===== src/rtl/assert_macros.svh =====
// Assertion macros used by the top level of the symmetric FIR filter.
`ifndef ASSERT_MACROS_SVH
`define ASSERT_MACROS_SVH

// Check that a condition implies another in the same cycle.
`define ASSERT_SAME(label, ante, cons) \
  label: assert property (@(posedge clk) disable iff (!rst_n) (ante) |-> (cons)) \
    else $error("same-cycle check failed");

// Check that a condition implies another in the next cycle.
`define ASSERT_NEXT(label, ante, cons) \
  label: assert property (@(posedge clk) disable iff (!rst_n) (ante) |=> (cons)) \
    else $error("next-cycle check failed");

`endif


===== src/rtl/sfir_pkg.sv =====
// Shared constants and controller/datapath types for the symmetric FIR filter.
package sfir_pkg;

  // Default sizes
  localparam int HALF_TAPS_DEF   = 10;
  localparam int SAMPLE_BITS_DEF = 16;
  localparam int COEF_BITS_DEF   = 16;

  // Fixed field widths
  localparam int CFG_W = 4;
  localparam int IDX_W = 4;

  // Reset value of the pair-count register
  localparam logic [CFG_W-1:0] HALF_IN_USE_RESET = 4'd10;

  // Word kinds carried on in_tuser
  localparam logic OP_SAMPLE = 1'b0;
  localparam logic OP_COEF   = 1'b1;

  // Controller to datapath commands
  typedef struct packed {
    logic start;     // store the sample, load the tap pointers
    logic coef_wr;   // write one coefficient
    logic step;      // read one tap pair and advance the pointers
    logic load_out;  // round, saturate and load the output register
  } sfir_cmd_t;

  // Datapath to controller status
  typedef struct packed {
    logic k_zero;    // pointers sit on the centre tap
    logic acc_done;  // accumulator holds the complete sum
    logic out_free;  // output register can take a word this cycle
  } sfir_sts_t;

endpackage


===== src/rtl/sfir_ctrl.sv =====
// Controller state machine sequencing the tap reads of the symmetric FIR filter.
module sfir_ctrl
  import sfir_pkg::*;
(
  input  logic      clk,
  input  logic      rst_n,
  input  logic      in_valid,
  input  logic      in_op,
  output logic      in_ready,
  output sfir_cmd_t cmd,
  input  sfir_sts_t sts
);

  localparam logic [1:0] S_IDLE  = 2'd0;
  localparam logic [1:0] S_ISSUE = 2'd1;
  localparam logic [1:0] S_DRAIN = 2'd2;

  logic [1:0] state_r;
  logic [1:0] state_nxt;

  // Hold the state
  always_ff @(posedge clk) begin
    if (!rst_n) begin
      state_r <= S_IDLE;
    end else begin
      state_r <= state_nxt;
    end
  end

  assign in_ready = (state_r == S_IDLE);

  // Decode commands and next state
  always_comb begin
    state_nxt = state_r;
    cmd       = '0;
    case (state_r)
      S_IDLE: begin
        if (in_valid) begin
          if (in_op == OP_COEF) begin
            cmd.coef_wr = 1'b1;
          end else begin
            cmd.start = 1'b1;
            state_nxt = S_ISSUE;
          end
        end
      end
      S_ISSUE: begin
        cmd.step = 1'b1;
        if (sts.k_zero) begin
          state_nxt = S_DRAIN;
        end
      end
      S_DRAIN: begin
        if (sts.acc_done && sts.out_free) begin
          cmd.load_out = 1'b1;
          state_nxt    = S_IDLE;
        end
      end
      default: begin
        state_nxt = S_IDLE;
      end
    endcase
  end

endmodule


===== src/rtl/sfir_dp.sv =====
// Datapath of the symmetric FIR filter: delay line, coefficients, pre-add MAC and output.
module sfir_dp
  import sfir_pkg::*;
#(
  parameter int HALF_TAPS   = HALF_TAPS_DEF,
  parameter int SAMPLE_BITS = SAMPLE_BITS_DEF,
  parameter int COEF_BITS   = COEF_BITS_DEF
) (
  input  logic                          clk,
  input  logic                          rst_n,
  input  sfir_cmd_t                     cmd,
  output sfir_sts_t                     sts,
  input  logic                          cfg_wr_en,
  input  logic [CFG_W-1:0]              cfg_wr_data,
  input  logic signed [SAMPLE_BITS-1:0] sample,
  input  logic [IDX_W-1:0]              coef_index,
  input  logic signed [COEF_BITS-1:0]   coef_value,
  output logic [SAMPLE_BITS-1:0]        filtered,
  output logic                          saturated,
  output logic                          out_valid,
  input  logic                          out_ready
);

  localparam int DEPTH  = 2 * HALF_TAPS + 1;
  localparam int PTR_W  = $clog2(DEPTH);
  localparam int K_W    = $clog2(HALF_TAPS + 1);
  localparam int PAIR_W = SAMPLE_BITS + 1;
  localparam int PROD_W = PAIR_W + COEF_BITS;
  localparam int ACC_W  = PROD_W + K_W + 1;
  localparam int SUM_W  = ACC_W + 1;
  localparam int RES_W  = SUM_W - (COEF_BITS - 1);
  localparam logic [SUM_W-1:0] RND = {{(SUM_W-1){1'b0}}, 1'b1} << (COEF_BITS - 2);

  // Pair-count register
  logic [CFG_W-1:0] half_r;
  logic [K_W-1:0]   m_eff;

  always_ff @(posedge clk) begin
    if (!rst_n) begin
      half_r <= HALF_IN_USE_RESET;
    end else if (cfg_wr_en) begin
      half_r <= cfg_wr_data;
    end
  end

  // Clamp the pair count to the built length
  always_comb begin
    if (32'(half_r) > 32'(HALF_TAPS)) begin
      m_eff = K_W'(HALF_TAPS);
    end else begin
      m_eff = K_W'(half_r);
    end
  end

  // Coefficient store
  logic signed [COEF_BITS-1:0] coef_arr_r [HALF_TAPS+1];

  always_ff @(posedge clk) begin
    if (!rst_n) begin
      for (int i = 0; i <= HALF_TAPS; i++) begin
        coef_arr_r[i] <= '0;
      end
    end else if (cmd.coef_wr && (32'(coef_index) <= 32'(HALF_TAPS))) begin
      coef_arr_r[K_W'(coef_index)] <= coef_value;
    end
  end

  // Write pointer and tap pointers
  logic [PTR_W-1:0] wp_r;
  logic [PTR_W-1:0] a_r;
  logic [PTR_W-1:0] b_r;
  logic [K_W-1:0]   k_r;
  logic             first_pend_r;
  logic [PTR_W-1:0] two_m;
  logic [PTR_W:0]   wrap_sum;
  logic [PTR_W-1:0] start_a;

  assign two_m    = PTR_W'({m_eff, 1'b0});
  assign wrap_sum = {1'b0, wp_r} + (PTR_W+1)'(DEPTH) - {1'b0, two_m};
  assign start_a  = (wp_r >= two_m) ? (wp_r - two_m) : wrap_sum[PTR_W-1:0];

  always_ff @(posedge clk) begin
    if (!rst_n) begin
      wp_r         <= '0;
      first_pend_r <= 1'b0;
    end else if (cmd.start) begin
      wp_r         <= (wp_r == PTR_W'(DEPTH - 1)) ? '0 : wp_r + 1'b1;
      first_pend_r <= 1'b1;
    end else if (cmd.step) begin
      first_pend_r <= 1'b0;
    end
  end

  // Start at the oldest and newest taps, walk inward to the centre
  always_ff @(posedge clk) begin
    if (cmd.start) begin
      a_r <= start_a;
      b_r <= wp_r;
      k_r <= m_eff;
    end else if (cmd.step) begin
      a_r <= (a_r == PTR_W'(DEPTH - 1)) ? '0 : a_r + 1'b1;
      b_r <= (b_r == '0) ? PTR_W'(DEPTH - 1) : b_r - 1'b1;
      k_r <= k_r - 1'b1;
    end
  end

  assign sts.k_zero = (k_r == '0);

  // Delay line memory, one write and two registered reads
  logic signed [SAMPLE_BITS-1:0] line_mem [DEPTH];
  logic signed [SAMPLE_BITS-1:0] rd_a_r;
  logic signed [SAMPLE_BITS-1:0] rd_b_r;
  logic [DEPTH-1:0]              vld_r;

  always_ff @(posedge clk) begin
    if (cmd.start) begin
      line_mem[wp_r] <= sample;
    end
    if (cmd.step) begin
      rd_a_r <= line_mem[a_r];
      rd_b_r <= line_mem[b_r];
    end
  end

  // Stage 1 control: read valid bits and tap flags
  logic           v1_r, first1_r, last1_r, va1_r, vb1_r;
  logic [K_W-1:0] kid1_r;

  always_ff @(posedge clk) begin
    if (!rst_n) begin
      vld_r    <= '0;
      v1_r     <= 1'b0;
      first1_r <= 1'b0;
      last1_r  <= 1'b0;
      va1_r    <= 1'b0;
      vb1_r    <= 1'b0;
    end else begin
      if (cmd.start) begin
        vld_r[wp_r] <= 1'b1;
      end
      v1_r <= cmd.step;
      if (cmd.step) begin
        first1_r <= first_pend_r;
        last1_r  <= (k_r == '0);
        va1_r    <= vld_r[a_r];
        vb1_r    <= vld_r[b_r];
      end
    end
  end

  always_ff @(posedge clk) begin
    if (cmd.step) begin
      kid1_r <= k_r;
    end
  end

  // Stage 2: pre-add the pair, fetch its coefficient
  logic                      v2_r, first2_r, last2_r;
  logic signed [PAIR_W-1:0]  a_ext, b_ext;
  logic signed [PAIR_W-1:0]  pair_r;
  logic signed [COEF_BITS-1:0] coef_r;

  assign a_ext = va1_r ? PAIR_W'(rd_a_r) : '0;
  assign b_ext = (vb1_r && !last1_r) ? PAIR_W'(rd_b_r) : '0;

  always_ff @(posedge clk) begin
    if (v1_r) begin
      pair_r   <= a_ext + b_ext;
      coef_r   <= coef_arr_r[kid1_r];
      first2_r <= first1_r;
      last2_r  <= last1_r;
    end
  end

  // Stage 3: multiply
  logic                     v3_r, first3_r, last3_r;
  logic signed [PROD_W-1:0] prod_r;

  always_ff @(posedge clk) begin
    if (v2_r) begin
      prod_r   <= pair_r * coef_r;
      first3_r <= first2_r;
      last3_r  <= last2_r;
    end
  end

  // Stage 4: accumulate
  logic signed [ACC_W-1:0] acc_r;
  logic                    acc_done_r;

  always_ff @(posedge clk) begin
    if (v3_r) begin
      acc_r <= first3_r ? ACC_W'(prod_r) : acc_r + ACC_W'(prod_r);
    end
  end

  always_ff @(posedge clk) begin
    if (!rst_n) begin
      v2_r       <= 1'b0;
      v3_r       <= 1'b0;
      acc_done_r <= 1'b0;
    end else begin
      v2_r <= v1_r;
      v3_r <= v2_r;
      if (cmd.start) begin
        acc_done_r <= 1'b0;
      end else if (v3_r && last3_r) begin
        acc_done_r <= 1'b1;
      end
    end
  end

  assign sts.acc_done = acc_done_r;

  // Round half up, drop the fraction, saturate
  logic [SUM_W-1:0]       sum;
  logic [RES_W-1:0]       res;
  logic                   ovf;
  logic [SAMPLE_BITS-1:0] filt_nxt;

  assign sum = SUM_W'(acc_r) + RND;
  assign res = sum[SUM_W-1:COEF_BITS-1];
  assign ovf = !((&res[RES_W-1:SAMPLE_BITS-1]) || !(|res[RES_W-1:SAMPLE_BITS-1]));

  always_comb begin
    if (!ovf) begin
      filt_nxt = res[SAMPLE_BITS-1:0];
    end else if (res[RES_W-1]) begin
      filt_nxt = {1'b1, {(SAMPLE_BITS-1){1'b0}}};
    end else begin
      filt_nxt = {1'b0, {(SAMPLE_BITS-1){1'b1}}};
    end
  end

  // Output register
  logic                   out_valid_r;
  logic [SAMPLE_BITS-1:0] filtered_r;
  logic                   saturated_r;

  always_ff @(posedge clk) begin
    if (!rst_n) begin
      out_valid_r <= 1'b0;
    end else if (cmd.load_out) begin
      out_valid_r <= 1'b1;
    end else if (out_ready) begin
      out_valid_r <= 1'b0;
    end
  end

  always_ff @(posedge clk) begin
    if (cmd.load_out) begin
      filtered_r  <= filt_nxt;
      saturated_r <= ovf;
    end
  end

  assign sts.out_free = !out_valid_r || out_ready;
  assign out_valid    = out_valid_r;
  assign filtered     = filtered_r;
  assign saturated    = saturated_r;

endmodule


===== src/rtl/symmetric_fir_filter.sv =====
// Top level of the symmetric linear-phase FIR filter.
//
// Input words arrive on in_*: in_tuser selects the kind. A sample word stores
// the sample in the delay line and yields one filtered word on out_*; a
// coefficient word writes coefficient coef_index (centre is 0) and yields
// nothing. Coefficient writes with an index beyond HALF_TAPS are dropped.
// cfg_wr_en/cfg_wr_data set the number of coefficient pairs in use, M; values
// above HALF_TAPS act as HALF_TAPS. Write it only while the filter is idle.
// Timing: one shared pre-add multiply-accumulate walks the M+1 tap pairs, one
// pair a cycle, behind a registered two-port read of the delay line memory and
// a three-stage pre-add/multiply/accumulate pipe. out_tvalid rises as the
// finished sum loads into the output register, in the same cycle in which the
// filter is ready for the next word; no word is taken before that. A
// coefficient word keeps the filter idle. The output register frees the
// filter for the next word while a result waits; if the receiver stalls, the
// following sample holds its sum until out_tready frees the register.
// Reset (rst_n low, synchronous) clears the delay line, the coefficients and
// the write position, and sets the pair count to ten; no clearing pass.
`include "assert_macros.svh"

module symmetric_fir_filter
  import sfir_pkg::*;
#(
  parameter int HALF_TAPS   = HALF_TAPS_DEF,
  parameter int SAMPLE_BITS = SAMPLE_BITS_DEF,
  parameter int COEF_BITS   = COEF_BITS_DEF,
  localparam int IN_W  = ((SAMPLE_BITS + IDX_W + COEF_BITS + 7) / 8) * 8,
  localparam int OUT_W = ((SAMPLE_BITS + 7) / 8) * 8
) (
  input  logic             clk,
  input  logic             rst_n,
  input  logic             in_tvalid,
  output logic             in_tready,
  input  logic [IN_W-1:0]  in_tdata,   // sample, coef_index, coef_value, zero pad
  input  logic             in_tuser,   // opcode
  output logic             out_tvalid,
  input  logic             out_tready,
  output logic [OUT_W-1:0] out_tdata,  // filtered, zero pad
  output logic             out_tuser,  // saturated
  input  logic             cfg_wr_en,
  input  logic [CFG_W-1:0] cfg_wr_data
);

  sfir_cmd_t cmd;
  sfir_sts_t sts;

  logic signed [SAMPLE_BITS-1:0] sample;
  logic [IDX_W-1:0]              coef_index;
  logic signed [COEF_BITS-1:0]   coef_value;
  logic [SAMPLE_BITS-1:0]        filtered;

  // Unpack the input word
  assign sample     = in_tdata[SAMPLE_BITS-1:0];
  assign coef_index = in_tdata[SAMPLE_BITS+IDX_W-1:SAMPLE_BITS];
  assign coef_value = in_tdata[SAMPLE_BITS+IDX_W+COEF_BITS-1:SAMPLE_BITS+IDX_W];

  sfir_ctrl u_ctrl (
    .clk      (clk),
    .rst_n    (rst_n),
    .in_valid (in_tvalid),
    .in_op    (in_tuser),
    .in_ready (in_tready),
    .cmd      (cmd),
    .sts      (sts)
  );

  sfir_dp #(
    .HALF_TAPS   (HALF_TAPS),
    .SAMPLE_BITS (SAMPLE_BITS),
    .COEF_BITS   (COEF_BITS)
  ) u_dp (
    .clk         (clk),
    .rst_n       (rst_n),
    .cmd         (cmd),
    .sts         (sts),
    .cfg_wr_en   (cfg_wr_en),
    .cfg_wr_data (cfg_wr_data),
    .sample      (sample),
    .coef_index  (coef_index),
    .coef_value  (coef_value),
    .filtered    (filtered),
    .saturated   (out_tuser),
    .out_valid   (out_tvalid),
    .out_ready   (out_tready)
  );

  // Pad the result word
  assign out_tdata = OUT_W'(filtered);

  // A taken sample word makes the filter busy
  `ASSERT_NEXT(a_sample_busy, in_tvalid && in_tready && (in_tuser == OP_SAMPLE), !in_tready)
  // Tap reads never overlap acceptance of a word
  `ASSERT_SAME(a_step_busy, cmd.step, !in_tready)
  // The output register only loads a finished sum into a free slot
  `ASSERT_SAME(a_load_done, cmd.load_out, sts.acc_done && sts.out_free)
  // A finished sum stays finished until the next sample starts
  `ASSERT_NEXT(a_done_hold, sts.acc_done && !cmd.start, sts.acc_done)

endmodule

===== config.mk =====
export PLATFORM = sky130hd
export DESIGN_NAME = symmetric_fir_filter
export DESIGN_NICKNAME = d
export VERILOG_FILES = /design/src/rtl/sfir_pkg.sv /design/src/rtl/sfir_ctrl.sv /design/src/rtl/sfir_dp.sv /design/src/rtl/symmetric_fir_filter.sv
export VERILOG_INCLUDE_DIRS = /design/src /design/src/rtl
export SDC_FILE = /design/constraint.sdc
export NUM_CORES = 2
export LEC_CHECK = 0
export BUFFER_PORTS_ARGS = -buffer_cell sky130_fd_sc_hd__buf_2
export CAP_MARGIN = 10
export CORE_MARGIN = 10
export CORE_UTILIZATION = 50
export CTS_BUF_LIST = sky130_fd_sc_hd__clkbuf_8
export DETAILED_ROUTE_END_ITERATION = 10
export GPL_TIMING_DRIVEN = 0
export PLACE_DENSITY = 0.66
export SETUP_SLACK_MARGIN = 0.05
export SYNTH_ARGS = -nofsm -noshare
export SYNTH_HDL_FRONTEND = slang
export SYNTH_SLANG_ARGS = --single-unit

===== constraint.sdc =====
create_clock -name clk -period 6.9 [get_ports clk]
set_input_delay 0.69 -clock clk [delete_from_list [all_inputs] [get_ports clk]]
set_output_delay 0.69 -clock clk [all_outputs]
set_load 0.01 [all_outputs]

==> metrics <==
CTS tree done; Detailed Place HPWL 85.7 mm; Slew Limit Fails 0; GPL Wtd Cong 0.909; Synth-to-Final Area Change 11.8%; R2R cell count 20; Die Y 328 um; CTS Buf Count 137; CP Launch Type register; IO Pins 69; Max IR drop VDD 0.315 mV; yosys warns 0; Layout Skew 0.0423 ns; vias per cell 5.63; Worst EP required 7.47 ns; H-tree levels 4; Pre-Repair DR Iteration Count 5; fin crit period 6.63 ns; die width 328 um; part of the cycle the worst path needs 96.0%; Global Route met1 Usage 27.4%; worst flop-to-flop path endpoint u_dp.prod_r[31]; largest net degree at the start of global routing 43; crit-path max cell delay 0.58 ns; Final Power 0.0183 W; drt drc 0; Final ANT Viol Nets 0; I/O Buffers 61; Post-CTS Hold Buffers 0; number of flops mapped to enable cells by yosys 751; multi-input logic area 22100 um2; vias in the first global route 30200; Slew Limit Headroom 17.9%; drt initial violations 2575; clock root cell clkbuf_8; critical path data arrival time 7.20 ns; Max Cap Viol 0; Sequential Area 23700 um2; worst path cell trace clkbuf_2, nand2_1, fa_1, fa_1, fa_1, fa_1, inv_1, fa_1, fa_1, ha_1, a21o_1, a21oi_1, o21ai_1, or4_1, o211ai_1, buf_4, nand3_1, a31o_1, a21o_1, xor2_1; Hold Crit Class in2reg; NumNets Final 4290; outcome finished, final reports clean; Worst Max-Slew Pin Slew 1.23 ns; fmax 151 MHz; Seq/Total Area, Yosys 49.9%; Final setup viols 0; vias after detailed routing 29100; r2r startpoint u_dp.pair_r[9]; Leakage 20.7 nW; R2R Setup Slk 0.27 ns; first-pass GRT wire length 178 mm; clock sink total 809; Worst-path clk slew 0.06 ns; CP max FO 10; filler cell count in the final layout 7731; WL per Instance 22.3 um; Worst Setup EP u_dp.prod_r[31]; Post-synth top flop edfxtp_1; Slowest-stage cell, CP fa_1; Max Buffers Root-to-Sink 3; Critical Path End Type register; gr ovfl total 0; Row Count 113; proportion of layout cells with a drive suffix above 1 17.4%; Total Routing Usage GR 21.6%; CP dominant cell by count fa_1; Core Area 94700 um2; Seq cells post-synth 809; Placed Area 50200 um2; Initial Util 50.2%; final hold viol count 0; asr flop ratio synth 0%; grt met2 use 36.1%; synthesized area 47600 um2; antenna violations before repair 4; drt total wl 115 mm; clk_lat worst skew 0.82 ns; die area 108000 um2; unrepaired setup endpoints after global routing true; layer with the highest usage met2; crit path launch u_dp.pair_r[9]; post-synthesis cell type count 72; Syn Inst Count 3468; CP Class reg2reg; post-route design area 53200 um2; GR Util met3 3.92%; Power Dens Cells 345 nW/um2; Avg Cell Area, Syn 13.7 um2
==> cells in the mapped netlist, drive strengths merged, types with 3 or more instances <==
master / instances / area share (%)
o31ai: 4 / 0.063
o211a: 3 / 0.063
a21o: 31 / 0.49
nor2: 271 / 2.1
nor3: 16 / 0.17
o22ai: 9 / 0.12
nand3: 35 / 0.37
a211oi: 7 / 0.11
o21bai: 10 / 0.16
a21boi: 13 / 0.21
a211o: 6 / 0.11
nand4: 7 / 0.092
xor2: 41 / 0.75
nor3b: 10 / 0.16
nand2b: 15 / 0.20
mux4: 284 / 13
fa: 281 / 12
nor2b: 19 / 0.27
and2: 181 / 2.4
or4: 4 / 0.063
mux2i: 39 / 0.82
edfxtp: 751 / 47
nor4: 7 / 0.12
a21oi: 117 / 1.2
xnor2: 66 / 1.2
o211ai: 5 / 0.079
a31oi: 9 / 0.15
nand2: 263 / 2.1
inv: 375 / 3.0
o21a: 37 / 0.58
or2: 4 / 0.053
buf: 44 / 0.40
ha: 154 / 4.1
nor4b: 3 / 0.055
clkbuf: 129 / 1.0
a41o: 4 / 0.084
and3: 20 / 0.26
dfxtp: 58 / 2.4
o21ai: 103 / 1.1
==> logic make-up after synthesis <==
kind of cell             Yosys count  synth area share (%)
other                              1               0.00788
adder cells (fa/ha/maj)          435                  15.9
AND/OR/NAND/NOR                  865                  8.57
AO/OA/AOI/OAI                    378                  5.04
multiplexers                     325                  14.3
flip-flops                       809                  49.9
XOR/XNOR                         107                  1.97
buffers and inverters            548                  4.37
==> stage by stage <==
step                cells  worst slack [ns]  hold WS (ns)  utilization (%)  TNS [ns]
global route         5172            0.0162         0.149             56.1         0
floorplan            3547             0.662         0.400                -         0
detailed placement   4896            -0.478         0.413             53.0     -1.99
finish               5172             0.273         0.161             56.1         0
CTS                  5142            0.0587         0.111             55.9         0
global placement     4873            -0.408         0.404             52.5     -1.61
==> per-layer routing <==
metal	vias up	routed length [um]	share of wire, %
met3	272	7680	6.7
met4	4	4920	4.3
met2	1058	56800	49
met5	-	24	0.021
li1	13000	-	-
met1	14800	45700	40
==> placed cells by master (no fill, tap or decap), drive strengths merged, types with 5 or more instances in the layout <==
master / n
nor2: 271
edfxtp: 751
a31oi: 9
nor3b: 10
nor4: 7
mux2i: 39
conb: 80
a21o: 31
o22ai: 9
nand3: 35
dfxtp: 58
o21bai: 10
a211o: 6
a21oi: 117
xnor2: 66
o211ai: 5
and3: 20
nand2: 263
a21boi: 13
buf: 175
ha: 154
xor2: 41
fa: 281
nand2b: 15
mux4: 284
nand4: 7
o21a: 37
and2: 181
o21ai: 103
clkinv: 32
a211oi: 7
nor3: 16
clkbuf: 262
inv: 432
nor2b: 19
==> worst max-delay path: cells and delay by family (launching register included) <==
kind / cells / cell delay, ns
flops: 1 / 0.53
xor+xnor: 1 / 0.14
fa+ha+maj: 7 / 3.36
simple gates: 3 / 0.67
compound gates: 6 / 1.12
buf+inv: 3 / 0.58
==> flip-flops by register name, indices dropped and copies added (netlist names), 2 cells and up <==
register,cells
u_dp.b_r,5
u_dp.k_r,4
u_ctrl.state_r,2
u_dp.coef_arr_r,256
u_dp.vld_r,21
u_dp.filtered,16
u_dp.rd_a_r,16
u_dp.prod_r,33
u_dp.a_r,5
u_dp.coef_r,16
u_dp.wp_r,5
u_dp.line_mem,336
u_dp.pair_r,17
u_dp.kid1_r,4
u_dp.acc_r,38
u_dp.half_r,4
u_dp.rd_b_r,16
==> how the worst min path moves through the flow <==
stage                         startpoint        endpoint  slack, ns  cells after the start
after floorplan            u_dp.first2_r   u_dp.first3_r       0.40                      0
after detailed placement    u_dp.last2_r    u_dp.last3_r       0.41                      0
after CTS                 cfg_wr_data[1]  u_dp.half_r[1]       0.11                      3
after global routing      cfg_wr_data[1]  u_dp.half_r[1]       0.15                      3
after global placement      u_dp.last2_r    u_dp.last3_r       0.40                      0
final                     cfg_wr_data[1]  u_dp.half_r[1]       0.16                      3
==> timing repair <==
item | CTS | global route
pin swaps | 1 | 1
setup buffers | 9 | 30
resized for setup | 26 | 35
hold endpoints to repair | 0 | 0
setup endpoints to repair | 12 | 5
==> report_power, final <==
part	internal [W]	switching (W)
logic	0.00369	0.00444
clock network	0.00213	0.00203
registers	0.00596	0.0000962
total	0.0118	0.00657
==> area by class of cell <==
class                   count  share of cell area [%]
clock inverters            95                    1.18
multi-input cells        2190                    41.6
inverters                 375                    2.65
repair buffers            123                    1.85
clock buffers             145                    3.75
diodes                      1                 0.00471
flip-flops and latches    809                    44.6
plain buffers             169                    1.34
well taps                1265                    2.98
No activity file was read; power rests on OpenSTA's default activity.
